==> src/rtl/rip_pkg.sv <==
// Shared types, widths and codes for the rotary indexing table plant step.
// Used by rtl/rotary_indexer_plant_step.sv; depends on nothing else.
`default_nettype none

package rip_pkg;

    localparam int ANGLE_W    = 20;
    localparam int DIFF_W     = ANGLE_W + 1;
    localparam int SPD_W      = 16;
    localparam int DMS_W      = 10;
    localparam int STEP_W     = SPD_W + DMS_W;
    localparam int TIMER_W    = 17;
    localparam int ACT_W      = 2;
    localparam int CFG_IDX_W  = 3;
    localparam int CFG_DATA_W = 20;
    localparam int IN_DATA_W  = 16;
    localparam int OUT_DATA_W = 32;

    localparam logic signed [ANGLE_W-1:0] RST_LOAD_ANGLE = 20'sd0;
    localparam logic signed [ANGLE_W-1:0] RST_PICK_ANGLE = 20'sd184320;
    localparam logic [SPD_W-1:0]          RST_SLEW       = 16'd92;
    localparam logic [SPD_W-1:0]          RST_LOAD_DELAY = 16'd1000;
    localparam logic [SPD_W-1:0]          RST_TOLERANCE  = 16'd1024;
    localparam logic [TIMER_W-1:0]        TIMER_MAX      = {TIMER_W{1'b1}};

    // Item kinds carried on the input tuser.
    typedef enum logic [ACT_W-1:0] {
        ACT_TICK = 2'd0,
        ACT_LOAD = 2'd1,
        ACT_TAKE = 2'd2,
        ACT_NONE = 2'd3
    } t_action;

    // Configuration register indexes.
    typedef enum logic [CFG_IDX_W-1:0] {
        CFG_RUN_ENABLE  = 3'd0,
        CFG_LOAD_ANGLE  = 3'd1,
        CFG_PICK_ANGLE  = 3'd2,
        CFG_SLEW        = 3'd3,
        CFG_LOAD_DELAY  = 3'd4,
        CFG_TOLERANCE   = 3'd5
    } t_cfg_reg;

    // True when the two angles lie within tol of each other.
    function automatic logic f_within(input logic signed [ANGLE_W-1:0] a,
                                      input logic signed [ANGLE_W-1:0] b,
                                      input logic [SPD_W-1:0] tol);
        logic signed [DIFF_W-1:0] diff;
        logic [DIFF_W-1:0]        mag;
        diff = {a[ANGLE_W-1], a} - {b[ANGLE_W-1], b};
        mag  = diff[DIFF_W-1] ? DIFF_W'(-diff) : DIFF_W'(diff);
        return mag <= {{(DIFF_W-SPD_W){1'b0}}, tol};
    endfunction

endpackage

`default_nettype wire

==> src/rtl/rotary_indexer_plant_step.sv <==
// Rotary indexing table plant step: configuration registers, plant state and
// a three-register pipeline from input item to status item.
// Depends on rtl/rip_pkg.sv.
// Throughput: one item per cycle while results are taken; while the receiver
// holds off, up to three items wait in the pipeline before o_s_tready drops.
// Reset (i_rst_n low, synchronous): pipeline emptied, table at angle 0 with no
// part and a cleared load timer, configuration registers at their defaults.
`default_nettype none

module rotary_indexer_plant_step (
    input  wire logic                           i_clk,
    input  wire logic                           i_rst_n,
    // Input items.
    input  wire logic                           i_s_tvalid,
    output logic                                o_s_tready,
    // [9:0] delta_ms, [10] ctrl_enable, [11] ctrl_index, [12] ctrl_load,
    // [13] ctrl_reset, [15:14] zero.
    input  wire logic [rip_pkg::IN_DATA_W-1:0]  i_s_tdata,
    // [1:0] action.
    input  wire logic [rip_pkg::ACT_W-1:0]      i_s_tuser,
    // Result items.
    output logic                                o_m_tvalid,
    input  wire logic                           i_m_tready,
    // [19:0] angle_now, [20] has_part, [21] pick_ready, [22] at_load,
    // [23] at_pick, [24] busy_res, [25] accepted, [31:26] zero.
    output logic [rip_pkg::OUT_DATA_W-1:0]      o_m_tdata,
    // Configuration writes.
    input  wire logic                           i_cfg_valid,
    output logic                                o_cfg_ready,
    input  wire logic [rip_pkg::CFG_IDX_W-1:0]  i_cfg_index,
    input  wire logic [rip_pkg::CFG_DATA_W-1:0] i_cfg_data
);

    localparam int AW = rip_pkg::ANGLE_W;
    localparam int DW = rip_pkg::DIFF_W;
    localparam int SW = rip_pkg::STEP_W;
    localparam int TW = rip_pkg::TIMER_W;

    // Configuration registers. Writes are always taken.
    logic                                r_run_enable;
    logic signed [AW-1:0]                r_load_angle;
    logic signed [AW-1:0]                r_pick_angle;
    logic [rip_pkg::SPD_W-1:0]           r_slew;
    logic [rip_pkg::SPD_W-1:0]           r_load_delay;
    logic [rip_pkg::SPD_W-1:0]           r_tol;

    assign o_cfg_ready = 1'b1;

    always_ff @(posedge i_clk) begin
        if (!i_rst_n) begin
            r_run_enable <= 1'b0;
            r_load_angle <= rip_pkg::RST_LOAD_ANGLE;
            r_pick_angle <= rip_pkg::RST_PICK_ANGLE;
            r_slew       <= rip_pkg::RST_SLEW;
            r_load_delay <= rip_pkg::RST_LOAD_DELAY;
            r_tol        <= rip_pkg::RST_TOLERANCE;
        end else if (i_cfg_valid) begin
            case (rip_pkg::t_cfg_reg'(i_cfg_index))
                rip_pkg::CFG_RUN_ENABLE: r_run_enable <= i_cfg_data[0];
                rip_pkg::CFG_LOAD_ANGLE: r_load_angle <= i_cfg_data[AW-1:0];
                rip_pkg::CFG_PICK_ANGLE: r_pick_angle <= i_cfg_data[AW-1:0];
                rip_pkg::CFG_SLEW:       r_slew       <= i_cfg_data[rip_pkg::SPD_W-1:0];
                rip_pkg::CFG_LOAD_DELAY: r_load_delay <= i_cfg_data[rip_pkg::SPD_W-1:0];
                rip_pkg::CFG_TOLERANCE:  r_tol        <= i_cfg_data[rip_pkg::SPD_W-1:0];
                default: ;
            endcase
        end
    end

    // The pipeline has three registers: the input stage A, the state-update
    // stage B and the output register. Each stage fills whenever it is empty
    // or its content moves on, so bubbles are squeezed out and a waiting
    // result stops new items only once stages A and B are full as well.
    logic o_take;     // output register can load this cycle
    logic b_take;     // stage B can load this cycle
    logic a_take;     // stage A can load this cycle
    logic a_fire;     // the item in stage A updates the plant state
    logic b_fire;     // the item in stage B moves into the output register

    logic                         r_a_valid;
    rip_pkg::t_action             r_a_action;
    logic [rip_pkg::DMS_W-1:0]    r_a_dms;
    logic                         r_a_en;
    logic                         r_a_idx;
    logic                         r_a_ld;
    logic                         r_a_rst;
    logic [SW-1:0]                r_a_step;

    logic                         r_b_valid;
    logic                         r_b_ok;

    logic                         r_o_valid;
    logic [rip_pkg::OUT_DATA_W-1:0] r_o_data;

    assign o_take = !r_o_valid || i_m_tready;
    assign b_fire = r_b_valid && o_take;
    assign b_take = !r_b_valid || o_take;
    assign a_fire = r_a_valid && b_take;
    assign a_take = !r_a_valid || b_take;

    assign o_s_tready = a_take;
    assign o_m_tvalid = r_o_valid;
    assign o_m_tdata  = r_o_data;

    // Stage A: the slew step for the elapsed time is multiplied out here, so
    // the state-update stage sees it as a plain operand.
    always_ff @(posedge i_clk) begin
        if (!i_rst_n) begin
            r_a_valid <= 1'b0;
        end else if (a_take) begin
            r_a_valid <= i_s_tvalid;
        end
    end

    always_ff @(posedge i_clk) begin
        if (a_take && i_s_tvalid) begin
            r_a_action <= rip_pkg::t_action'(i_s_tuser);
            r_a_dms    <= i_s_tdata[rip_pkg::DMS_W-1:0];
            r_a_en     <= i_s_tdata[10];
            r_a_idx    <= i_s_tdata[11];
            r_a_ld     <= i_s_tdata[12];
            r_a_rst    <= i_s_tdata[13];
            r_a_step   <= {{(SW-rip_pkg::SPD_W){1'b0}}, r_slew}
                        * {{(SW-rip_pkg::DMS_W){1'b0}}, i_s_tdata[rip_pkg::DMS_W-1:0]};
        end
    end

    // Plant state.
    logic signed [AW-1:0] r_cur;
    logic signed [AW-1:0] r_tgt;
    logic                 r_hold;
    logic [TW-1:0]        r_timer;

    logic signed [AW-1:0] n_cur;
    logic signed [AW-1:0] n_tgt;
    logic                 n_hold;
    logic [TW-1:0]        n_timer;
    logic                 n_ok;

    // Intermediate values of a tick.
    logic signed [AW-1:0] tk_cur;
    logic signed [AW-1:0] tk_tgt;
    logic                 tk_hold;
    logic [TW-1:0]        tk_timer;
    logic                 tk_atl;
    logic [TW:0]          tk_sum;
    logic [TW-1:0]        tk_sat;
    logic signed [DW-1:0] tk_diff;
    logic [DW-1:0]        tk_mag;

    always_comb begin
        n_cur    = r_cur;
        n_tgt    = r_tgt;
        n_hold   = r_hold;
        n_timer  = r_timer;
        n_ok     = 1'b0;

        // A tick first applies the reset bit, then the load and index
        // requests, then slews the angle toward the target.
        tk_cur   = r_a_rst ? r_load_angle : r_cur;
        tk_tgt   = r_a_rst ? r_load_angle : r_tgt;
        tk_hold  = r_a_rst ? 1'b0 : r_hold;
        tk_timer = r_a_rst ? '0 : r_timer;
        tk_atl   = rip_pkg::f_within(tk_cur, r_load_angle, r_tol);
        tk_sum   = {1'b0, tk_timer} + {{(TW+1-rip_pkg::DMS_W){1'b0}}, r_a_dms};
        tk_sat   = tk_sum[TW] ? rip_pkg::TIMER_MAX : tk_sum[TW-1:0];
        if (r_a_en) begin
            if (r_a_ld && !tk_hold && tk_atl) begin
                if (tk_sat >= {{(TW-rip_pkg::SPD_W){1'b0}}, r_load_delay}) begin
                    tk_hold  = 1'b1;
                    tk_timer = '0;
                end else begin
                    tk_timer = tk_sat;
                end
            end else begin
                tk_timer = '0;
            end
            if (r_a_idx && tk_hold && tk_atl) begin
                tk_tgt = r_pick_angle;
            end
        end
        tk_diff = {tk_tgt[AW-1], tk_tgt} - {tk_cur[AW-1], tk_cur};
        tk_mag  = tk_diff[DW-1] ? DW'(-tk_diff) : DW'(tk_diff);

        case (r_a_action)
            rip_pkg::ACT_TICK: begin
                n_ok = 1'b1;
                if (r_run_enable) begin
                    n_tgt   = tk_tgt;
                    n_hold  = tk_hold;
                    n_timer = tk_timer;
                    // A step larger than the gap lands on the target; a
                    // smaller one is below 2**20 and fits the angle width.
                    if ({{(SW-DW){1'b0}}, tk_mag} > r_a_step) begin
                        n_cur = tk_diff[DW-1] ? tk_cur - r_a_step[AW-1:0]
                                              : tk_cur + r_a_step[AW-1:0];
                    end else begin
                        n_cur = tk_tgt;
                    end
                end
            end
            rip_pkg::ACT_LOAD: begin
                if (!r_hold && rip_pkg::f_within(r_cur, r_load_angle, r_tol)) begin
                    n_hold  = 1'b1;
                    n_timer = '0;
                    n_ok    = 1'b1;
                end
            end
            rip_pkg::ACT_TAKE: begin
                if (r_hold && rip_pkg::f_within(r_cur, r_pick_angle, r_tol)) begin
                    n_hold = 1'b0;
                    n_tgt  = r_load_angle;
                    n_ok   = 1'b1;
                end
            end
            default: ;
        endcase
    end

    always_ff @(posedge i_clk) begin
        if (!i_rst_n) begin
            r_cur   <= '0;
            r_tgt   <= '0;
            r_hold  <= 1'b0;
            r_timer <= '0;
        end else if (a_fire) begin
            r_cur   <= n_cur;
            r_tgt   <= n_tgt;
            r_hold  <= n_hold;
            r_timer <= n_timer;
        end
    end

    // Stage B carries the accepted flag. The state registers hold exactly
    // this item's effects while it sits here, because a later item updates
    // them only on the edge at which this one leaves.
    always_ff @(posedge i_clk) begin
        if (!i_rst_n) begin
            r_b_valid <= 1'b0;
        end else if (b_take) begin
            r_b_valid <= r_a_valid;
        end
    end

    always_ff @(posedge i_clk) begin
        if (a_fire) begin
            r_b_ok <= n_ok;
        end
    end

    // Output register: status flags are worked out from the settled state.
    logic st_atl;
    logic st_atp;
    logic st_busy;

    assign st_atl  = rip_pkg::f_within(r_cur, r_load_angle, r_tol);
    assign st_atp  = rip_pkg::f_within(r_cur, r_pick_angle, r_tol);
    assign st_busy = !rip_pkg::f_within(r_cur, r_tgt, r_tol);

    always_ff @(posedge i_clk) begin
        if (!i_rst_n) begin
            r_o_valid <= 1'b0;
        end else if (o_take) begin
            r_o_valid <= r_b_valid;
        end
    end

    always_ff @(posedge i_clk) begin
        if (b_fire) begin
            r_o_data <= {6'b0, r_b_ok, st_busy, st_atp, st_atl,
                         r_hold && st_atp, r_hold, r_cur};
        end
    end

    // A part on the table always comes with a cleared load timer.
    a_hold_timer: assert property (@(posedge i_clk) disable iff (!i_rst_n)
        r_hold |-> (r_timer == '0))
        else $error("load timer running while a part is present");

    // A tick while stopped leaves the table where it is.
    a_stopped_tick: assert property (@(posedge i_clk) disable iff (!i_rst_n)
        (a_fire && (r_a_action == rip_pkg::ACT_TICK) && !r_run_enable)
        |=> ($stable(r_cur) && $stable(r_tgt) && $stable(r_hold)))
        else $error("stopped tick changed the plant state");

    // A successful robot take sends the table back to the load angle.
    a_take_target: assert property (@(posedge i_clk) disable iff (!i_rst_n)
        (a_fire && (r_a_action == rip_pkg::ACT_TAKE) && n_ok)
        |=> (!r_hold && (r_tgt == r_load_angle)))
        else $error("robot take did not clear the part and retarget");

    // Ready to pick is reported only together with a part at the pick angle.
    a_ready_flag: assert property (@(posedge i_clk) disable iff (!i_rst_n)
        r_o_valid |-> (r_o_data[21] == (r_o_data[20] && r_o_data[23])))
        else $error("pick_ready inconsistent with part and pick flags");

endmodule

`default_nettype wire

==> config.mk <==
export PLATFORM = sky130hd
export DESIGN_NAME = rotary_indexer_plant_step
export DESIGN_NICKNAME = d
export VERILOG_FILES = /design/src/rtl/rip_pkg.sv /design/src/rtl/rotary_indexer_plant_step.sv
export SDC_FILE = /design/constraint.sdc
export NUM_CORES = 1
export LEC_CHECK = 0
export BUFFER_PORTS_ARGS = -buffer_cell sky130_fd_sc_hd__clkbuf_2
export CAP_MARGIN = 30
export CELL_PAD_IN_SITES_DETAIL_PLACEMENT = 0
export CELL_PAD_IN_SITES_GLOBAL_PLACEMENT = 1
export CORE_AREA = 2 2 216 303
export DETAILED_ROUTE_END_ITERATION = 7
export DIE_AREA = 0 0 218 305
export GPL_TIMING_DRIVEN = 0
export MAX_ROUTING_LAYER = met4
export PLACE_DENSITY = 0.7
export REMOVE_ABC_BUFFERS = 1
export SKIP_LAST_GASP = 1
export SLEW_MARGIN = 10
export SYNTH_ARGS = -nofsm -noshare
export SYNTH_HDL_FRONTEND = slang
export SYNTH_SLANG_ARGS = --single-unit
==> constraint.sdc <==
create_clock -name i_clk -period 20.8 [get_ports i_clk]
set_input_delay 3.12 -clock i_clk [delete_from_list [all_inputs] [get_ports i_clk]]
set_output_delay 3.12 -clock i_clk [all_outputs]
set_load 0.02 [all_outputs]
==> flow_summary_export.csv, run 1 <==
group,metric,value,unit
run_status,status,"complete, no violations",
global_route,grt_max_degree,101,
global_route,antenna_found_initial,1,
placed_design,gp_congestion,0.944,
job,drv_cap,0,
drt,via_per_inst,5.68,
sta,hold_viol_final,0,
die,die-height,305,um
pwr,p_leak,0.0121,uW
drt,vias,22600,
cells_and_area,area_growth,8.24,%
synth,ys_ff_latch,219,
synth,ys_types,108,
drt,drc_errors,0,
global_route,grt_pass1_wl,130000,um
synth,yosysSeqAreaShare,0.201,
cts,htree_levels,1,
die,io_pins,81,
global_route,grt_overflow,0,
placed_design,hpwl,69400,um
cts,cts_hold_buf,0,
cts,cts_tree,"yes",
setup_path,end_kind,"flip-flop",
drt,firstDrtPassIters,6,
pwr,ir_drop,0.0000573,V
cts,cts_sinks,219,
sta,worst-slew-pin-transition,1.27,ns
drt,drt_iter0_drc,1344,
drt,drt-wirelength-per-cell,21.6,um
setup_path,critical_path_class,"reg -> reg",
sta,relSlewSlack,0.152,
die,core-area,63900,um2
cts,path_clk_slew,0.06,ns
sta,fin_crit,13.74,ns
drt,drtAntennaViolNets,0,
setup_path,critPathArrivalTime,14.20,ns
setup_path,worstPathRequired,21.26,ns
die,initial_core_util,0.396,
cts,cts_resized,0,
cts,cts_root_buffer,"clkbuf_16",
cts,postCtsSetupBuffers,0,
cts,clock_path_buffers,3,
die,die-area,66500,um2
sta,tns,0,ns
global_route,track_usage,0.263,
pwr,power,1840,uW
setup_path,crit_top_cell,"a21o_1",
cells_and_area,diodes,0,
setup_path,slowest_stage,"edfxtp_1",
sta,rsz0062_at_grt,"false",
worst_hold_path,hp-class,"reg -> reg",
cts,clkLatencyLatePin,0.59,ns
drt,routed_wirelength,85900,um
cells_and_area,fillCellCount,6485,
cts,cts_buffers,26,
setup_path,crit_family,"compound AO/OA/AOI/OAI gates",
die,row_count,110,
setup_path,cpPeakStageDelay,0.85,ns
pwr,power_density,67.2,nW/um2
cells_and_area,layout.nets,3576,
sta,finalSetupViolCount,0,
synth,yosys_most_used_dff,"dfxtp_1",
setup_path,crit_fanout,26,
sta,clock_skew,0.0250,ns
die,die_w,218,um
sta,post-route-period-util,0.661,
sta,whs,0.420,ns
placed_design,io_buffers,71,
synth,synth-edff-count,69,
synth,yosysWarnings,0,
sta,drv_slew,0,
synth,syn_area,25300,um2
cells_and_area,fin_util,0.428,
synth,syn_inst,3108,
global_route,grt_pass1_vias,22700,
synth,avgSynthCellArea,8.13,um2
sta,fmax,72.8,MHz
synth,async_reset_ff_frac,0,
cells_and_area,drive_gt1_frac,0.0674,
setup_path,start_kind,"flip-flop",
setup_path,crit_buf_inv,4,
## synthesized netlist by cell type, types with 12 or more instances
master	n	area, um2
edfxtp_1	69	2070
nand2b_1	28	175
a21boi_0	14	105
o21bai_1	14	105
ha_1	302	3780
o21ai_0	139	696
dfxtp_1	150	3000
o21ai_1	12	60.1
nand2_1	427	1600
nor3_1	65	325
inv_1	309	1160
a31oi_1	27	169
nor2_1	129	484
a21oi_1	229	1150
o21a_1	62	465
nor2b_1	48	300
and2_1	89	557
o211ai_1	33	248
clkbuf_1	88	330
nor4_1	16	100
a211oi_1	25	188
xnor2_1	141	1230
and3_1	19	119
or2_2	15	93.8
o31ai_1	22	165
nand4_1	54	338
xor2_1	57	499
or3_1	38	238
fa_1	117	2340
a22o_1	17	149
nand3_1	50	250
a21o_1	58	435
## power breakdown
group	leakage [uW]	internal (uW)	switching, uW
Sequential	0.00189	476	19.7
Clock	0.000417	254	203
Combinational	0.00979	371	514
## flip-flops by register name, indices dropped and copies added, names as in the netlist, 2 cells and up
name	count
r_load_delay	16
r_a_dms	10
r_cur	20
r_load_angle	20
r_tol	16
r_a_action	2
r_timer	17
r_a_step	26
o_m_tdata	26
r_slew	16
r_pick_angle	20
r_tgt	20
## worst reg2reg max path, delay by kind of cell, from the launching register on
family / cells / cell delay, ns
AOI/OAI and AO/OA: 32 / 7.80
xor gates and xnor gates: 3 / 0.57
DFF: 1 / 0.85
and+or+nand+nor: 8 / 1.33
muxes: 1 / 0.45
adders and majority gates: 6 / 1.92
buffers and inverters: 4 / 0.72
## routing by layer
layer | GRT usage | share of wire
met5 | - | 0
met4 | 0.144 | 0.065
met3 | 0.0258 | 0.036
met2 | 0.473 | 0.51
met1 | 0.282 | 0.39
## cell type report
| type | instances | area (um2) | area share |
|---|---|---|---|
| Multi-Input combinational cell | 2465 | 18600 | 0.679 |
| Clock inverter | 13 | 110 | 0.00403 |
| Tap cell | 840 | 1050 | 0.0384 |
| Timing Repair Buffer | 89 | 638 | 0.0233 |
| Sequential cell | 219 | 5070 | 0.186 |
| Inverter | 310 | 1170 | 0.0427 |
| Clock buffer | 34 | 742 | 0.0271 |
## logic make-up after synthesis
kind of cell    share of synthesized area
buf+inv                            0.0676
simple gates                        0.199
flops                               0.201
mux                               0.00575
fa+ha+maj                           0.242
compound gates                      0.215
xor+xnor                           0.0686
other cells                      0.000297
## stage by stage
step                      setup slack (ns)  std cells  instance area, um2
after floorplan                       8.47       2994               24700
after detailed placement              7.28       3921               26500
after CTS                             7.18       3968               27300
after global placement                3.57       3905               26100
after global routing                  6.18       3970               27300
final                                 7.06       3970               27300
## worst paths after layout
kind	end	from	cells past startpoint	slack [ns]
worst min register to register	o_m_tdata[25]$_DFFE_PP_	r_b_ok$_DFFE_PP_	0	0.42
worst min-delay path	o_m_tdata[25]$_DFFE_PP_	r_b_ok$_DFFE_PP_	0	0.42
worst max register to register	r_cur[18]$_SDFFE_PN0P_	r_a_rst$_DFFE_PP_	54	7.06
worst max-delay path	r_cur[18]$_SDFFE_PN0P_	r_a_rst$_DFFE_PP_	54	7.06
## cells in the final DEF, fill, tap and decap left out, drive strengths merged, types with 105 or more instances in the layout
cell type / n
clkbuf: 105
dfxtp: 150
nand2: 427
inv: 311
nor2: 130
ha: 302
fa: 117
a21oi: 238
xnor2: 141
o21ai: 153
(Power assumes the default switching activity.)
==> run 2: changes to the inputs <==
==> constraint.sdc (replaced) <==
create_clock -name i_clk -period 14.1 [get_ports i_clk]
set_input_delay 2.115 -clock i_clk [delete_from_list [all_inputs] [get_ports i_clk]]
set_output_delay 2.115 -clock i_clk [all_outputs]
set_load 0.02 [all_outputs]
==> run 2 against run 1 <==
Die area unchanged. Sequential power is 47% higher. Via count about the same. Maximum frequency rose by 3.7%. Cell area increased by 0.16%. Setup slack worse by 6.2 ns. Clock skew barely moved. Critical path depth decreased by 2. Largest power group unchanged.
==> flow_summary_export.csv, run 2 (synthesized netlist as in run 1, its figures left out) <==
group,metric,value,unit
run_status,status,"complete, no violations",
cells_and_area,fin_util,0.429,
sta,rsz0062_at_grt,"false",
setup_path,start_kind,"flip-flop",
cts,clock_path_buffers,3,
worst_hold_path,hp-class,"reg -> reg",
pwr,p_leak,0.0121,uW
sta,relSlewSlack,0.173,
drt,drtAntennaViolNets,0,
setup_path,worstPathRequired,14.56,ns
sta,drv_slew,0,
die,initial_core_util,0.396,
cts,clkLatencyLatePin,0.59,ns
pwr,power,2710,uW
sta,fin_ws,0.845,ns
worst_hold_path,worstHoldPathCells,0,
cts,htree_levels,1,
die,die-height,305,um
cts,cts_sinks,219,
drt,via_per_inst,5.67,
cells_and_area,layout.nets,3580,
setup_path,slowest_stage,"a2111oi_4",
cells_and_area,layout_common_cells,"427 x nand2_1, 309 x inv_1, 302 x ha_1",
setup_path,rrSetupSlack,0.84,ns
die,row_count,110,
die,die-area,66500,um2
cells_and_area,fillCellCount,6481,
placed_design,hpwl,69400,um
setup_path,crit_top_cell,"a21oi_1",
drt,vias,22500,
drt,routed_wirelength,85900,um
placed_design,dpl_worst_slack,0.582,ns
drt,drt_iter0_drc,1492,
cells_and_area,drive_gt1_frac,0.0692,
cts,cts_tree,"yes",
worst_hold_path,holdPathEnd,"o_m_tdata[25]$_DFFE_PP_",
cells_and_area,instances_no_fill,3974,
cts,cts_hold_buf,0,
cts,path_clk_slew,0.06,ns
sta,finalSetupViolCount,0,
cts,cts_buffers,26,
sta,hold_viol_final,0,
setup_path,ff2ff_path_depth,52,
setup_path,critPathArrivalTime,13.72,ns
global_route,antenna_found_initial,1,
global_route,grt_max_degree,101,
die,core-area,63900,um2
global_route,grt_overflow,0,
drt,drt-wirelength-per-cell,21.6,um
global_route,grt_pass1_vias,22700,
sta,whs,0.419,ns
sta,post-route-period-util,0.940,
setup_path,crit_fanout,26,
setup_path,cpPeakStageDelay,0.53,ns
placed_design,place_inst,3921,
sta,fin_crit,13.26,ns
drt,drc_errors,0,
global_route,track_usage,0.263,
sta,clock_skew,0.0254,ns
drt,firstDrtPassIters,8,
setup_path,critical_path_class,"reg -> reg",
setup_path,rr_endpoint,"r_cur[18]$_SDFFE_PN0P_",
job,drv_cap,0,
setup_path,r2r-start,"r_a_rst$_DFFE_PP_",
cells_and_area,final_common_cell,"nand2_1",
placed_design,io_buffers,71,
worst_hold_path,min_from,"r_b_ok$_DFFE_PP_",
sta,worst-slew-pin-transition,1.24,ns
pwr,ir_drop,0.0000847,V
cells_and_area,diodes,0,
cts,cts_root_buffer,"clkbuf_16",
pwr,power_density,99.1,nW/um2
cells_and_area,area_growth,8.40,%
placed_design,gp_congestion,0.944,
setup_path,end_kind,"flip-flop",
sta,fmax,75.4,MHz
global_route,grt_pass1_wl,130000,um
die,io_pins,81,
die,die_w,218,um
==> run 2: area by class of cell <==
cell class	count	area, um2	area share
clock buffers	34	742	0.0271
clock inverters	13	110	0.00402
inverters	310	1170	0.0427
multi-input cells	2465	18600	0.678
flip-flops and latches	219	5070	0.185
well taps	840	1050	0.0384
repair buffers	93	668	0.0244
==> run 2: worst max-delay path by stage <==
stage                        endpoint              start
6_report       r_cur[18]$_SDFFE_PN0P_  r_a_rst$_DFFE_PP_
5_1_grt        r_cur[18]$_SDFFE_PN0P_  r_a_rst$_DFFE_PP_
4_1_cts        r_cur[18]$_SDFFE_PN0P_  r_a_rst$_DFFE_PP_
3_5_place_dp   r_cur[18]$_SDFFE_PN0P_  r_a_rst$_DFFE_PP_
3_3_place_gp    r_cur[6]$_SDFFE_PN0P_  r_a_rst$_DFFE_PP_
2_1_floorplan  r_cur[18]$_SDFFE_PN0P_  r_a_rst$_DFFE_PP_
==> run 2: power breakdown <==
group          total [uW]  internal [uW]  switching (uW)
sequential            729            702            27.5
combinational        1310            549             761
clock                 675            375             300
==> run 2: worst max-delay path: cells and delay by family, from the launching register on <==
family	cells	cell delay [ns]
XOR/XNOR	3	0.58
multiplexers	1	0.44
buffers and inverters	6	1.01
adder cells (fa/ha/maj)	5	1.57
AND/OR/NAND/NOR	9	2.06
flip-flops	1	0.36
AO/OA/AOI/OAI	28	7.04
==> run 2: through the flow <==
step,TNS (ns),area [um2]
3_5_place_dp,0,26500
2_1_floorplan,0,24700
5_1_grt,0,27400
3_3_place_gp,-56.69,26100
6_report,0,27400
4_1_cts,0,27300
==> run 2: layer usage <==
layer,global-route usage,share of wire,vias to the layer above
met1,0.282,0.39,10900
met5,-,0,-
li1,-,-,10900
met2,0.473,0.51,523
met3,0.0258,0.037,192
met4,0.144,0.066,0
==> run 2: repair_timing <==
action,4_1_cts,5_1_grt
buffers inserted,0,4
gates resized for setup,0,2
setup endpoints to repair,0,10
endpoints found under the hold margin,0,0
==> run 3: changes to the inputs <==
--- a/config.mk
+++ b/config.mk
@@ -14,7 +14,7 @@
 export DIE_AREA = 0 0 218 305
 export GPL_TIMING_DRIVEN = 0
 export MAX_ROUTING_LAYER = met4
-export PLACE_DENSITY = 0.7
+export PLACE_DENSITY_LB_ADDON = 0.1
 export REMOVE_ABC_BUFFERS = 1
 export SKIP_LAST_GASP = 1
 export SLEW_MARGIN = 10
==> run 3 against run 2 <==
Via count up 0.13%. Flip-flop and latch count unchanged. Total power up 2.1%. Sequential power up 0.5%. Cell area up 0.14%. Global-route usage up 0.99 points. Critical endpoint unchanged. Utilization up 0.061 points. Critical path depth unchanged. Largest power group unchanged. Sequential share of layout area about the same. Final cell count up 0.10%. Clock power up 6.5%. Clock skew up 0.0061 ns.
==> flow_summary_export.csv, run 3 (synthesized netlist as in run 1, its figures left out) <==
group,metric,value,unit
pwr,p_leak,0.0121,uW
global_route,grt_max_degree,101,
cts,cts_buffers,26,
cts,cts_sinks,219,
setup_path,critical_path_class,"reg -> reg",
setup_path,slowest_stage,"edfxtp_1",
pwr,switchingPower,1100,uW
pwr,power,2770,uW
placed_design,gp_congestion,0.919,
placed_design,hpwl,71600,um
worst_hold_path,worstHoldPathCells,0,
cts,path_clk_slew,0.06,ns
cells_and_area,multi_input_area,18600,um2
global_route,track_usage,0.273,
pwr,power_frac_seq,0.264,
setup_path,start_kind,"flip-flop",
sta,fmax,74.7,MHz
drt,drt-wirelength-per-cell,22.4,um
job,drv_cap,0,
sta,clock_skew,0.0315,ns
die,io_pins,81,
setup_path,end_kind,"flip-flop",
global_route,grtUsageMet2,0.490,
cells_and_area,ff_latch_area,5070,um2
global_route,antenna_found_initial,3,
cts,clkLatencyLatePin,0.59,ns
setup_path,critPathArrivalTime,13.84,ns
drt,routed_wirelength,89000,um
sta,finalSetupViolCount,0,
cells_and_area,drive_gt1_frac,0.0676,
global_route,grt_util_met1,0.295,
cells_and_area,layout.nets,3579,
worst_hold_path,hp-class,"reg -> reg",
global_route,busiest_layer,"met2",
sta,drv_slew,0,
sta,post-route-period-util,0.949,
pwr,ir_drop,0.0000956,V
setup_path,cpPeakStageDelay,0.60,ns
global_route,grt_pass1_wl,135000,um
global_route,grt_overflow,0,
drt,firstDrtPassIters,5,
cells_and_area,fillCellCount,6458,
setup_path,ff2ff_path_depth,52,
run_status,status,"complete, no violations",
pwr,combPwrFrac,0.476,
cells_and_area,final_common_cell,"nand2_1",
placed_design,io_buffers,71,
cells_and_area,layout_common_cells,"427 x nand2_1, 309 x inv_1, 302 x ha_1",
cells_and_area,area_growth,8.56,%
die,initial_core_util,0.396,
setup_path,crit_fanout,24,
setup_path,worstPathRequired,14.56,ns
sta,fin_ws,0.713,ns
cts,cts_root_buffer,"clkbuf_16",
sta,whs,0.437,ns
drt,drtAntennaViolNets,0,
sta,fin_crit,13.39,ns
setup_path,crit_top_cell,"a21oi_1",
die,die_w,218,um
pwr,power_density,101,nW/um2
sta,hold_viol_final,0,
cts,htree_levels,1,
sta,relSlewSlack,0.301,
pwr,p_int,1670,uW
die,row_count,110,
cts,clock_path_buffers,3,
pwr,clockPowerShare,0.259,
placed_design,dpl_worst_slack,0.245,ns
drt,vias,22600,
drt,drt_iter0_drc,1111,
global_route,use_met3,0.0221,
sta,worst-slew-pin-transition,1.05,ns
pwr,p_sw_frac,0.396,
cts,cts_tree,"yes",
die,die-height,305,um
die,core-area,63900,um2
cells_and_area,instances_no_fill,3978,
die,die-area,66500,um2
drt,drc_errors,0,
placed_design,place_inst,3921,
drt,via_per_inst,5.67,
global_route,grt_pass1_vias,22900,
[run 3: cell count changes in the layout (fill, tap and decap cells not counted), sizes merged]
cell,previous run,this run
inv,311,309
buf,21,20
clkbuf,105,107
clkinvlp,2,0
bufinv,0,3
diode,0,4
[run 3: stage by stage]
step            util  cell area, um2  TNS [ns]
6_report       0.429           27400         0
5_1_grt        0.429           27400   -0.0208
4_1_cts        0.428           27300         0
3_5_place_dp   0.414           26400         0
3_3_place_gp   0.409           26100    -63.39
2_1_floorplan      -           24700         0
[run 3: routing by layer]
layer / vias to the layer above / part of all wire / wire length [um]
met3: 179 / 0.032 / 2880
met5: - / 0 / 0
met1: 11000 / 0.39 / 34500
met2: 505 / 0.52 / 45900
li1: 10900 / - / -
met4: 0 / 0.065 / 5760
[run 3: final timing paths]
path	from	to	slack (ns)
worst max-delay path	r_a_rst$_DFFE_PP_	r_cur[18]$_SDFFE_PN0P_	0.71
worst min-delay path	r_b_ok$_DFFE_PP_	o_m_tdata[25]$_DFFE_PP_	0.44
worst max register to register	r_a_rst$_DFFE_PP_	r_cur[18]$_SDFFE_PN0P_	0.71
worst min register to register	r_b_ok$_DFFE_PP_	o_m_tdata[25]$_DFFE_PP_	0.44
[run 3: final cells by class]
cell class	count	area share
diodes	4	0.000365
clock buffers	36	0.0270
clock inverters	12	0.00566
inverters	310	0.0426
multi-input cells	2465	0.678
flip-flops and latches	219	0.185
well taps	840	0.0383
repair buffers	92	0.0231
[run 3: worst max-delay path: cells and delay by family (launching register included)]
family | cells | cell delay (ns)
AO/OA/AOI/OAI | 28 | 6.90
XOR/XNOR | 3 | 0.70
adder cells (fa/ha/maj) | 5 | 1.53
buffers and inverters | 6 | 1.13
flip-flops | 1 | 0.60
multiplexers | 1 | 0.40
AND/OR/NAND/NOR | 9 | 1.88
[run 3: what timing repair did]
action,CTS,global route
resized for setup,0,5
endpoints found under the setup margin,0,11
hold buffers,0,0
setup buffers,0,3
[run 3: power by group through the flow]
| stage | Combinational, uW | Sequential (uW) | Clock (uW) |
|---|---|---|---|
| 6_report | 1320 | 733 | 719 |
| 5_1_grt | 1480 | 736 | 756 |
| 4_1_cts | 1320 | 734 | 734 |
| 3_5_place_dp | 1310 | 748 | 0 |
| 3_3_place_gp | 1280 | 752 | 0 |
| 2_1_floorplan | 975 | 738 | 0 |
